### config.mk
export PLATFORM = sky130hd
export DESIGN_NAME = sum8_packet_deframer
export DESIGN_NICKNAME = d
export VERILOG_FILES = /design/src/rtl/core/sdf_pkg.sv /design/src/rtl/core/sum8_packet_deframer.sv /design/src/rtl/core/sdf_ctrl.sv /design/src/rtl/core/sdf_dp.sv
export SDC_FILE = /design/constraint.sdc
export NUM_CORES = 1
export LEC_CHECK = 0
export ABC_AREA = 1
export BUFFER_PORTS_ARGS = -buffer_cell sky130_fd_sc_hd__buf_2
export CORE_ASPECT_RATIO = 1.4
export CORE_MARGIN = 1.5
export CORE_UTILIZATION = 37
export DETAILED_ROUTE_END_ITERATION = 8
export SKIP_CTS_REPAIR_TIMING = 1
export SYNTH_ARGS = -nofsm -noshare
export SYNTH_HDL_FRONTEND = slang
export SYNTH_SLANG_ARGS = --single-unit
### constraint.sdc
create_clock -name clk_i -period 6.2 [get_ports clk_i]
set_input_delay 0.93 -clock clk_i [delete_from_list [all_inputs] [get_ports clk_i]]
set_output_delay 0.93 -clock clk_i [all_outputs]
set_load 0.05 [all_outputs]
### src/rtl/core/sdf_pkg.sv
`timescale 1ns / 1ps
// ----------------------------------------------------------------------------
// sdf_pkg: shared types and constants for the sum8 packet deframer
// Payload size, index widths, parser states and controller/datapath bundles.
// ----------------------------------------------------------------------------
package sdf_pkg;

  localparam int PAYLOAD_BYTES = 16;
  localparam int IDX_W         = (PAYLOAD_BYTES > 1) ? $clog2(PAYLOAD_BYTES) : 1;
  localparam int BYTE_W        = 8;
  localparam int OUT_IDX_W     = 4;
  localparam logic [IDX_W-1:0] IDX_LAST = IDX_W'(PAYLOAD_BYTES - 1);
  localparam logic [BYTE_W-1:0] START_RESET = 8'h02;

  typedef enum logic [2:0] {
    ST_HUNT,
    ST_SEQ,
    ST_LEN,
    ST_DATA,
    ST_CHECK,
    ST_EMIT
  } parse_state_e;

  // Controller -> datapath
  typedef struct packed {
    logic seed_sum;
    logic add_sum;
    logic cap_seq;
    logic cap_len;
    logic wr_data;
    logic clr_cnt;
    logic clr_rd;
    logic load_out;
  } dp_cmd_t;

  // Datapath -> controller
  typedef struct packed {
    logic is_start;
    logic sum_ok;
    logic wr_last;
    logic rd_last;
    logic out_free;
  } dp_status_t;

endpackage

### src/rtl/core/sum8_packet_deframer.sv
`timescale 1ns / 1ps
// ----------------------------------------------------------------------------
// sum8_packet_deframer: start-byte framed packet parser with 8-bit sum check
// Hunts for the start byte, takes sequence, length and PAYLOAD_BYTES payload
// bytes, checks the wrapping sum and emits the verified payload.
// ----------------------------------------------------------------------------
// Usage: one received byte per input transaction. While parsing a frame the
// block takes one byte per cycle. After a check byte that matches the running
// sum (start byte plus every byte up to the last payload byte, modulo 256),
// in_stall_o rises and the payload is delivered as PAYLOAD_BYTES (16) output
// transactions in index order, one per cycle unless out_stall_i holds them,
// from the single read port of the payload store; the input stays stalled
// until the last one is loaded. A mismatching check byte yields nothing and
// the parser hunts again without taking it as a start byte. The length byte
// is reported but does not size the payload. The user must write start_byte
// (reset 0x02) via cfg_we_i/cfg_data_i only while idle, which is not enforced.
// ----------------------------------------------------------------------------
module sum8_packet_deframer import sdf_pkg::*; (
  input  logic                 clk_i,
  input  logic                 rst_ni,
  // configuration
  input  logic                 cfg_we_i,
  input  logic [BYTE_W-1:0]    cfg_data_i,
  // byte input channel
  input  logic                 in_valid_i,
  output logic                 in_stall_o,
  input  logic [BYTE_W-1:0]    rx_byte_i,
  // payload output channel
  output logic                 out_valid_o,
  input  logic                 out_stall_i,
  output logic [BYTE_W-1:0]    payload_byte_o,
  output logic [OUT_IDX_W-1:0] byte_index_o,
  output logic [BYTE_W-1:0]    command_code_o,
  output logic [BYTE_W-1:0]    sequence_number_o,
  output logic [BYTE_W-1:0]    length_field_o,
  output logic                 last_o
);

  dp_cmd_t    cmd;
  dp_status_t status;

  // Parser sequencing; issues one command set per cycle
  sdf_ctrl u_ctrl (
    .clk_i      (clk_i),
    .rst_ni     (rst_ni),
    .in_valid_i (in_valid_i),
    .in_stall_o (in_stall_o),
    .status_i   (status),
    .cmd_o      (cmd)
  );

  // Sum, header fields, payload store and output register
  sdf_dp u_dp (
    .clk_i             (clk_i),
    .rst_ni            (rst_ni),
    .cfg_we_i          (cfg_we_i),
    .cfg_data_i        (cfg_data_i),
    .rx_byte_i         (rx_byte_i),
    .cmd_i             (cmd),
    .status_o          (status),
    .out_valid_o       (out_valid_o),
    .out_stall_i       (out_stall_i),
    .payload_byte_o    (payload_byte_o),
    .byte_index_o      (byte_index_o),
    .command_code_o    (command_code_o),
    .sequence_number_o (sequence_number_o),
    .length_field_o    (length_field_o),
    .last_o            (last_o)
  );

endmodule

### src/rtl/core/sdf_ctrl.sv
`timescale 1ns / 1ps
// ----------------------------------------------------------------------------
// sdf_ctrl: frame parser state machine
// Walks hunt / sequence / length / payload / check, then drains the payload if the sum matches.
// ----------------------------------------------------------------------------
module sdf_ctrl import sdf_pkg::*; (
  input  logic       clk_i,
  input  logic       rst_ni,
  input  logic       in_valid_i,
  output logic       in_stall_o,
  input  dp_status_t status_i,
  output dp_cmd_t    cmd_o
);

  parse_state_e state_q, state_d;
  logic         accept;

  assign in_stall_o = (state_q == ST_EMIT);
  assign accept     = in_valid_i && !in_stall_o;

  always_ff @(posedge clk_i or negedge rst_ni) begin
    if (!rst_ni) begin
      state_q <= ST_HUNT;
    end else begin
      state_q <= state_d;
    end
  end

  // Next state
  always_comb begin
    state_d = state_q;
    unique case (state_q)
      ST_HUNT:  if (accept && status_i.is_start) state_d = ST_SEQ;
      ST_SEQ:   if (accept) state_d = ST_LEN;
      ST_LEN:   if (accept) state_d = ST_DATA;
      ST_DATA:  if (accept && status_i.wr_last) state_d = ST_CHECK;
      ST_CHECK: if (accept) state_d = status_i.sum_ok ? ST_EMIT : ST_HUNT;
      ST_EMIT:  if (status_i.out_free && status_i.rd_last) state_d = ST_HUNT;
      default:  state_d = ST_HUNT;
    endcase
  end

  // Commands
  always_comb begin
    cmd_o = '0;
    unique case (state_q)
      ST_HUNT: begin
        cmd_o.seed_sum = accept && status_i.is_start;
        cmd_o.clr_cnt  = accept && status_i.is_start;
      end
      ST_SEQ: begin
        cmd_o.add_sum = accept;
        cmd_o.cap_seq = accept;
      end
      ST_LEN: begin
        cmd_o.add_sum = accept;
        cmd_o.cap_len = accept;
      end
      ST_DATA: begin
        cmd_o.add_sum = accept;
        cmd_o.wr_data = accept;
      end
      ST_CHECK: begin
        cmd_o.clr_rd = accept;
      end
      ST_EMIT: begin
        cmd_o.load_out = status_i.out_free;
      end
      default: cmd_o = '0;
    endcase
  end

endmodule

### src/rtl/core/sdf_dp.sv
`timescale 1ns / 1ps
// ----------------------------------------------------------------------------
// sdf_dp: deframer datapath
// Running sum, header capture, payload store and the output register.
// ----------------------------------------------------------------------------
module sdf_dp import sdf_pkg::*; (
  input  logic                 clk_i,
  input  logic                 rst_ni,
  input  logic                 cfg_we_i,
  input  logic [BYTE_W-1:0]    cfg_data_i,
  input  logic [BYTE_W-1:0]    rx_byte_i,
  input  dp_cmd_t              cmd_i,
  output dp_status_t           status_o,
  output logic                 out_valid_o,
  input  logic                 out_stall_i,
  output logic [BYTE_W-1:0]    payload_byte_o,
  output logic [OUT_IDX_W-1:0] byte_index_o,
  output logic [BYTE_W-1:0]    command_code_o,
  output logic [BYTE_W-1:0]    sequence_number_o,
  output logic [BYTE_W-1:0]    length_field_o,
  output logic                 last_o
);

  logic [BYTE_W-1:0] start_q;
  logic [BYTE_W-1:0] sum_q;
  logic [BYTE_W-1:0] seq_q;
  logic [BYTE_W-1:0] len_q;
  logic [BYTE_W-1:0] cmd_q;
  logic [IDX_W-1:0]  wr_cnt_q;
  logic [IDX_W-1:0]  rd_cnt_q;
  logic [BYTE_W-1:0] store_q [PAYLOAD_BYTES];

  logic                 out_valid_q;
  logic [BYTE_W-1:0]    out_byte_q;
  logic [OUT_IDX_W-1:0] out_idx_q;
  logic [BYTE_W-1:0]    out_cmd_q;
  logic [BYTE_W-1:0]    out_seq_q;
  logic [BYTE_W-1:0]    out_len_q;
  logic                 out_last_q;

  assign status_o.is_start = (rx_byte_i == start_q);
  assign status_o.sum_ok   = (rx_byte_i == sum_q);
  assign status_o.wr_last  = (wr_cnt_q == IDX_LAST);
  assign status_o.rd_last  = (rd_cnt_q == IDX_LAST);
  assign status_o.out_free = !out_valid_q || !out_stall_i;

  always_ff @(posedge clk_i or negedge rst_ni) begin
    if (!rst_ni) begin
      start_q     <= START_RESET;
      sum_q       <= '0;
      seq_q       <= '0;
      len_q       <= '0;
      cmd_q       <= '0;
      wr_cnt_q    <= '0;
      rd_cnt_q    <= '0;
      out_valid_q <= 1'b0;
    end else begin
      if (cfg_we_i)       start_q <= cfg_data_i;
      if (cmd_i.seed_sum) sum_q <= rx_byte_i;
      else if (cmd_i.add_sum) sum_q <= sum_q + rx_byte_i;
      if (cmd_i.cap_seq)  seq_q <= rx_byte_i;
      if (cmd_i.cap_len)  len_q <= rx_byte_i;
      if (cmd_i.wr_data && (wr_cnt_q == '0)) cmd_q <= rx_byte_i;
      if (cmd_i.clr_cnt)  wr_cnt_q <= '0;
      else if (cmd_i.wr_data) wr_cnt_q <= wr_cnt_q + 1'b1;
      if (cmd_i.clr_rd)   rd_cnt_q <= '0;
      else if (cmd_i.load_out) rd_cnt_q <= rd_cnt_q + 1'b1;
      if (cmd_i.load_out) out_valid_q <= 1'b1;
      else if (!out_stall_i) out_valid_q <= 1'b0;
    end
  end

  // Payload store: write at the fill counter, read at the drain counter
  always_ff @(posedge clk_i) begin
    if (cmd_i.wr_data) store_q[wr_cnt_q] <= rx_byte_i;
    if (cmd_i.load_out) begin
      out_byte_q <= store_q[rd_cnt_q];
      out_idx_q  <= OUT_IDX_W'(rd_cnt_q);
      out_cmd_q  <= cmd_q;
      out_seq_q  <= seq_q;
      out_len_q  <= len_q;
      out_last_q <= (rd_cnt_q == IDX_LAST);
    end
  end

  assign out_valid_o       = out_valid_q;
  assign payload_byte_o    = out_byte_q;
  assign byte_index_o      = out_idx_q;
  assign command_code_o    = out_cmd_q;
  assign sequence_number_o = out_seq_q;
  assign length_field_o    = out_len_q;
  assign last_o            = out_last_q;

endmodule

==> results of run 1 <==
logic make-up (layout without fill, tap and decap cells):
family / count (synthesis) / count (layout) / synth area share
AOI/OAI and AO/OA: 150 / 150 / 0.0935
xor gates and xnor gates: 7 / 7 / 0.00688
adders and majority gates: 13 / 13 / 0.0191
buffers and inverters: 69 / 144 / 0.0317
DFF: 217 / 217 / 0.702
muxes: 6 / 6 / 0.00758
and+or+nand+nor: 291 / 291 / 0.139
stage by stage:
step	util	setup WS [ns]
finish	0.428	3.61
floorplan	-	3.43
CTS	0.428	3.60
global route	0.428	3.49
detailed placement	0.400	3.48
global placement	0.400	3.51
flip-flops by register name (all words and copies together), names as in the netlist:
name	count
u_dp.rd_cnt_q	4
u_ctrl.state_q	3
u_dp.byte_index_o	4
u_dp.payload_byte_o	8
u_dp.store_q	128
u_dp.cmd_q	8
u_dp.last_o	1
u_dp.length_field_o	8
u_dp.start_q	8
u_dp.seq_q	8
u_dp.sequence_number_o	8
u_dp.wr_cnt_q	4
u_dp.sum_q	8
u_dp.out_valid_o	1
u_dp.len_q	8
u_dp.command_code_o	8
routing by layer:
layer  global-route usage  wire (um)
met1                0.209       8470
met2                0.290      10400
met3               0.0193        813
met4               0.0389        290
met5                    0          0
path summary, 6_finish.rpt:
| check | end | slack, ns | cells after the start | from |
|---|---|---|---|---|
| worst max-delay path | in_stall_o | 3.61 | 4 | u_ctrl.state_q[1] |
| worst min-delay path | u_dp.command_code_o[2] | 0.44 | 0 | u_dp.cmd_q[2] |
| min in group asynchronous | u_dp.seq_q[6] | 0.55 | 2 | rst_ni |
| worst max register to register | u_dp.store_q[13][5] | 4.00 | 5 | u_ctrl.state_q[2] |
| worst min register to register | u_dp.command_code_o[2] | 0.44 | 0 | u_dp.cmd_q[2] |
| max in group asynchronous | u_dp.rd_cnt_q[1] | 5.14 | 2 | rst_ni |
worst register-to-register path, stage by stage (launching register included):
cell	delay (ns)
dfrtp_1	0.48
inv_2	0.13
nand3_2	0.10
nor2_4	0.20
nand2_1	0.15
nor2_1	0.76
layout make-up:
class                           instances  share of cell area
Tap cell                              310              0.0381
Multi-Input combinational cell        467               0.233
Clock buffer                           32              0.0617
Clock inverter                          8             0.00442
Sequential cell                       217               0.614
Inverter                               38              0.0140
Timing Repair Buffer                   66              0.0341
power by group:
part | total (uW) | internal (uW) | switching, uW
sequential | 1880 | 1770 | 115
combinational | 1200 | 353 | 842
clock | 1240 | 707 | 528
total | 4310 | 2830 | 1490
cells in the mapped netlist (all sizes together):
library cell	number	area [sq um]
edfxtp	165	4950
nor2	139	558
nand2	99	377
o21ai	98	490
dfrtp	51	1280
nand3	44	238
inv	37	139
o211ai	32	240
a21oi	19	95.1
clkbuf	19	71.3
buf	12	68.8
ha	12	150
mux2	6	67.6
xnor2	6	52.6
nor3	3	26.3
or2	3	18.8
nand4	2	12.5
clkinv	1	3.75
dfstp	1	26.3
fa	1	20.0
nor3b	1	12.5
o21a	1	7.51
xor2	1	8.76
==> impl_results.md, run 1 <==
* Share of cells above drive strength 1 at 0.152
* Crit path largest cell delay at approximately 0.5 ns
* Final period util at 0.418
* Final setup viols at 0
* CTS H-Tree Depth at 1
* Skew final at 0.0112 ns
* Antenna violations before repair at 0
* Synth Area per Inst at 11.8 sq um
* Initial detailed-routing violation count at 369
* Warnings, synthesis at 0
* I/O pin count at 60
* CP Buf/Inv Count at 2
* CTS Buf Count at 22
* Most frequent cells in the layout: edfxtp_1, nor2_1, o21ai_0, nand2_1, buf_2
* Max-slew violations at 0
* Placed Area at 9520 sq um
* Port Buffers at 59
* Multi-input gate area at 2380 sq um
* Antenna Diode Count at 0
* Placed cells at 1098
* First-pass GRT wire length at 31.4 mm
* Leak pwr at 0.00383 uW
* Largest net degree at the start of global routing at 70
* Hold crit path type: reg -> reg
* Worst skew pair latency at 0.50 ns
* Rows at 67
* Critical path launch point type: register
* Root Driver: clkbuf_16
* Max Cap Viol at 0
* DRC at 0
* Fmax at a little under 400 MHz
* Fin nets at 846
* Total routed wirelength at 20.0 mm
* Register area share after synthesis at 0.702
* Gr usage total at 0.162
* Setup crit end kind: output port
* Clock Sinks at 217
* Floorplan core area at 23800 sq um
* Final GP Congestion at 0.836
* PwrDens at about 420 nW/um^2
* Starting density of the core at 0.374
* Worst path cell trace: nor2_2, nand2_2, inv_1, buf_2
* Max_slew headroom at 0.305
* Status: completed
* Syn Nets at 787
* Final hold vios at 0
* Commonest non-fill, non-tap cell in the layout: edfxtp_1
* Total grt overflow at 0
* Area growth, synth to finish at 14.3%
* CP max FO at 8
* Die Ht at 187 um
* Setup TNS at 0 ns
* Storage element area at 6260 sq um
* Crit path time final at 2.59 ns
* Filler cells at 2288
* Vias/cell at 5.01
* CTS tree: built
* CP arrival at 1.66 ns
* VDD IR-drop max at 0.000291 V
* Data required, critical path at 5.27 ns
* Clock tree buffer depth at 3
* WL/cell at 17.6 um
* Worst-Margin Slew at approximately 1.0 ns
* Clk pin slew, worst setup/hold paths at 0.06 ns
* DRT Pass-1 Iters at 5
* Die ar. at 25000 sq um
* RSZ-0062 raised after global routing: false
* Post-route ant nets at 0
* Vias in the first global route at approximately 5600
* WS Path Type: reg -> out
* Post-Syn Instances at 753
* Detail Placement HPWL at 12.1 mm
* Worst hold slack at 0.441 ns
* Non-Filler Instances at 1138
* Cell area after synthesis at 8910 sq um
* Slowest library cell on the worst path: dfrtp_1
* Fin area at 10200 sq um
* Yosys reg bits at approximately 220
* Synth cell types at 33
* CP delay by family, top: flip-flops
* Via count at 5705
* Width of the die at approximately 130 um
* Pwr Total at 4310 uW
Power figures use the tool's default switching activity.
==> inputs of run 2 (changes only) <==
- ABC_AREA: 1 -> 0
- clock period: 6.2 -> 2.2 ns (I/O delays scaled with it)
==> impl_results.md, run 2 <==
* CP Buf/Inv Count at 2
* CTS tree: built
* Detail Placement HPWL at ~13 mm
* CP delay by family, top: simple AND/OR/NAND/NOR gates
* CTS H-Tree Depth at 1
* Hold crit path type: in -> reg
* WL/cell at 20.4 um
* Clk pin slew, worst setup/hold paths at 0.07 ns
* Starting density of the core at 0.376
* Slowest library cell on the worst path: dfrtp_1
* Gr usage total at 0.150
* Critical path launch point type: register
* First-pass GRT wire length at 27.8 mm
* Max_slew headroom at 0.475
* Die ar. at 24500 sq um
* Register area share after synthesis at 0.717
* Synth Area per Inst at 18.5 sq um
* Complex-gate fraction of the synthesized area at 0.0267
* RR Startpoint: u_ctrl.state_q[2]
* Path length in cells of the critical path at 6
* DRT Pass-1 Iters at 4
* R2R depth at 6
* Top post-synthesis cells by count: edfxtp_1, dfrtp_1, mux4_2, mux2_2, nand2_1
* Vias/cell at roughly 5
* Worst hold stages at 2
* PwrDens at approximately 1200 nW/um^2
* Port Buffers at 59
* Worst slack at placement at -0.0322 ns
* Worst min-delay path startpoint: cfg_data_i[2]
* Yosys reg bits at 217
* Warnings, synthesis at 0
* Rows at 66
* Initial detailed-routing violation count at 360
* Worst skew pair latency at 0.48 ns
* Post-synthesis simple-gate area fraction at 0.0532
* Leak pwr at ~0.0038 uW
* Data required, critical path at 2.38 ns
* Post-Syn Instances at around 470
* Clock Sinks at 217
* Crit path time final at 2.07 ns
* Setup crit end kind: register
* Syn Nets at 505
* Antenna Diode Count at 0
* Skew final at 0.00810 ns
* Area growth, synth to finish at 19.0%
* RSZ-0062 raised after global routing: false
* Floorplan core area at about 23000 sq um
* Largest family of logic cells by synthesized area: multiplexers
* Synth Area in XOR/XNOR at 0.0171
* Clock tree buffer depth at 3
* Synth top area cells: edfxtp_1, dfrtp_1, mux4_2
* Yosys top cell by area: edfxtp_1
* Cell area after synthesis at 8720 sq um
* Max reg flops at 128
* Total grt overflow at 0
* VDD IR-drop max at 0.000578 V
* CP max FO at 8
* Post-synthesis mux area share at 0.152
* Max-slew violations at 0
* Root Driver: clkbuf_16
* Antenna violations before repair at 0
* DRC at 0
* Ys async rst share at 0.240
* Layout Utilization at 0.447
* Largest net degree at the start of global routing at 35
* WS Path Type: reg -> reg
* Fin nets at 610
* Worst path cell trace: buf_4, nand2b_1, nor2_1, nand2_1, nor3b_1, buf_4
* Top-count cell post-synth: edfxtp_1
* Post-synth top area share at 0.568
* Width of the die at 133 um
* Vias in the first global route at 4702
* Commonest non-fill, non-tap cell in the layout: edfxtp_1
* Share of cells above drive strength 1 at 0.369
* Final GP Congestion at 0.911
* Most flop-heavy register: u_dp.store_q
* Crit path largest cell delay at 0.45 ns
* Most frequent cells in the layout: edfxtp_1, buf_2, dfrtp_1, mux4_2, buf_4
* CTS Buf Count at 21
* Number of enable flip-flop cells after synthesis at between 150 and 200
* Slack of the critical path at about 0.13 ns
* Final period util at 0.941
* Critical path's most frequent cell: buf_4
* CP arrival at 2.25 ns
* Status: completed
* Post-Synth Adder-Cell Area at 0.0195
* Synth cell types at 50
* Synth Flop Type: edfxtp_1
* Setup crit start: u_ctrl.state_q[2]
* Post-route ant nets at 0
* Final setup viols at 0
* Fmax at 483 MHz
* I/O pin count at 60
* Final hold vios at 0
* Max Cap Viol at 0
* Via count at 4490
* Total routed wirelength at 18.3 mm
* Die Ht at between 150 and 200 um
* Worst-Margin Slew at 0.782 ns
-- run 2: cell count changes after synthesis, sizes merged, moves of 31 or more --
cell / before / now
nand2: 99 / 20
nor2: 139 / 20
o21ai: 98 / 9
mux4: 0 / 40
o211ai: 32 / 1
nand3: 44 / 6
-- run 2: per-layer routing --
layer / GRT usage / share of wire / up-vias
met5: 0 / 0 / -
met4: 0.0444 / 0.021 / 0
met3: 0.0215 / 0.037 / 26
met2: 0.284 / 0.54 / 107
met1: 0.177 / 0.40 / 2310
li1: - / - / 2047
-- run 2: per-stage QoR --
| step | area, sq um | hold WS, ns | std cells | TNS [ns] | total power (uW) |
|---|---|---|---|---|---|
| detailed placement | 9670 | 0.280 | 858 | -0.0322 | 9050 |
| CTS | 10400 | -0.229 | 895 | 0 | 12700 |
| global placement | 9670 | 0.283 | 858 | 0 | 8950 |
| global route | 10400 | 0.0654 | 896 | 0 | 13200 |
| finish | 10400 | 0.0814 | 896 | 0 | 12600 |
| floorplan | 8740 | 0.0344 | 471 | 0 | 8050 |
-- run 2: area by class of cell --
type / count / area [sq um]
Fill cell: 1959 / 12800
Clock inverter: 12 / 116
Multi-Input combinational cell: 226 / 2350
Sequential cell: 217 / 6260
Timing Repair Buffer: 102 / 658
Clock buffer: 25 / 583
Tap cell: 306 / 383
Inverter: 8 / 30.0
-- run 2: cells by family (layout without fill, tap and decap cells) --
family,count (synthesis),after routing
flip-flops,217,217
adder cells (fa/ha/maj),13,13
AND/OR/NAND/NOR,88,88
XOR/XNOR,17,17
buffers and inverters,28,147
multiplexers,75,75
AO/OA/AOI/OAI,33,33
-- run 2: path summary, 6_finish.rpt --
check                           slack (ns)                endpoint
worst min-delay path                  0.08         u_dp.start_q[2]
worst max register to register        0.13      u_dp.store_q[7][7]
min in group asynchronous             0.31        u_dp.rd_cnt_q[3]
max in group asynchronous             1.20         u_dp.start_q[1]
worst max-delay path                  0.13      u_dp.store_q[7][7]
worst min register to register        0.44  u_dp.command_code_o[1]
-- run 2: where the power goes --
group	total (uW)	internal, uW	switching (uW)
sequential	5470	5090	388
combinational	3480	1730	1760
clock	3610	2130	1470
total	12600	8950	3620
==> inputs of run 3 (changes only) <==
- MAX_ROUTING_LAYER: default -> met4
==> impl_results.md, run 3 (synthesized netlist as in run 2, its figures left out) <==
* Status: completed
* VDD IR-drop max at 0.000628 V
* Sequential Power Share at 0.433
* Crit path time final at 2.05 ns
* Share of cells above drive strength 1 at 0.371
* Crit path largest cell delay at 0.57 ns
* Most frequent cells in the layout: edfxtp_1, buf_2, dfrtp_1, buf_4, mux4_2
* Detail Placement HPWL at 12.8 mm
* Root Driver: clkbuf_16
* Fin nets at 612
* Most flop-heavy register: u_dp.store_q
* Final GP Congestion at 0.915
* Setup crit end kind: register
* CP Buf/Inv Count at 1
* Critical path launch point type: register
* Clk pin slew, worst setup/hold paths at 0.06 ns
* Met2 Usage GRT at 0.290
* Clock tree buffer depth at 3
* WL/cell at 20.9 um
* Setup TNS at 0 ns
* Antenna violations before repair at 0
* RSZ-0062 raised after global routing: false
* Final setup viols at 0
* Final period util at 0.931
* Max Cap Viol at 0
* Switching pwr at about 3700 uW
* CP delay by family, top: simple AND/OR/NAND/NOR gates
* DRT Pass-1 Iters at 4
* I/O pin count at 60
* Initial detailed-routing violation count at 270
* First-pass GRT wire length at 28.7 mm
* Max-slew violations at 0
* Fmax at 488 MHz
* Floorplan core area at 23200 sq um
* Final hold vios at 0
* Total routed wirelength at 18.8 mm
* Vias/cell at 5.09
* Via count at 4576
* PwrDens at 1210 nW/um^2
* Max reg flops at 128
* Non-Filler Instances at 899
* P_int at 8980 uW
* Largest net degree at the start of global routing at 35
* CP arrival at roughly 2.4 ns
* Die ar. at ~25000 sq um
* Switch share at 0.290
* Area growth, synth to finish at 19.4%
* CTS tree: built
* WS Path Type: reg -> reg
* Placed cells at 860
* Max_slew headroom at 0.481
* DRC at 0
* Antenna Diode Count at 0
* CTS H-Tree Depth at 1
* Post-route ant nets at 0
* Skew final at 0.0214 ns
* Rows at 66
* Commonest non-fill, non-tap cell in the layout: edfxtp_1
* Hold crit path type: in -> reg
* Clock share of power at 0.290
* Gr usage total at 0.162
* Layout Utilization at 0.449
* Worst skew pair latency at 0.50 ns
* Total grt overflow at 0
* Leak pwr at 0.00386 uW
* Port Buffers at 59
* Worst path cell trace: xnor2_1, nand4_1, nor3_4, a21oi_2, or3_1, buf_4, mux2_4
* CP max FO at 9
* Die Ht at 185 um
* GRT busiest layer: met2
* Combinational power share at 0.277
* Data required, critical path at 2.58 ns
* Vias in the first global route at a little under 5000
* CTS Buf Count at 21
* Starting density of the core at 0.376
* Worst hold slack at 0.0667 ns
* Worst-Margin Slew at a little under 0.8 ns
* Clock Sinks at 217
* Met3 Use GR at 0.0198
* Met1 Use GR at 0.190
* Slowest library cell on the worst path: dfstp_2
* Width of the die at 133 um
* FF-to-FF setup slack at 0.15 ns
## run 3: final cells by class
cell class,instances,area (sq um)
multi-input combinational,226,2360
clock inverter,10,109
inverter,8,30.0
timing repair buffer,104,673
tap,306,383
clock buffer,28,602
sequential,217,6260
fill,1975,12800
## run 3: stage by stage
stage          worst slack, ns  power [uW]  cell area [sq um]
4_1_cts                  0.110       12700              10400
3_3_place_gp            0.0977        8960               9680
6_report                 0.151       12600              10400
2_1_floorplan           0.0283        8050               8740
5_1_grt                 0.0263       13200              10400
3_5_place_dp            0.0473        9060               9680
## run 3: final timing paths
path | from | end | cells past startpoint
setup / recovery | u_dp.start_q[1] | u_dp.seq_q[0] | 7
hold / removal | cfg_data_i[0] | u_dp.start_q[0] | 2
setup reg to reg | u_dp.start_q[1] | u_dp.seq_q[0] | 7
hold reg to reg | u_dp.cmd_q[6] | u_dp.command_code_o[6] | 0
max in group asynchronous | rst_ni | u_dp.start_q[1] | 3
min in group asynchronous | rst_ni | u_dp.rd_cnt_q[0] | 2
## run 3: power by group through the flow
stage                     registers, uW  logic (uW)  clock network (uW)
after floorplan                    5630        2420                   0
after global placement             5510        3450                   0
after detailed placement           5540        3520                   0
after CTS                          5470        3530                3750
after global routing               5530        3800                3910
final                              5470        3500                3660
## run 3: routing by layer
metal  share of wire  vias to the layer above
li1                -                     2052
met1            0.40                     2387
met2            0.54                      111
met3           0.035                       26
met4           0.024                        0
met5               0                        -
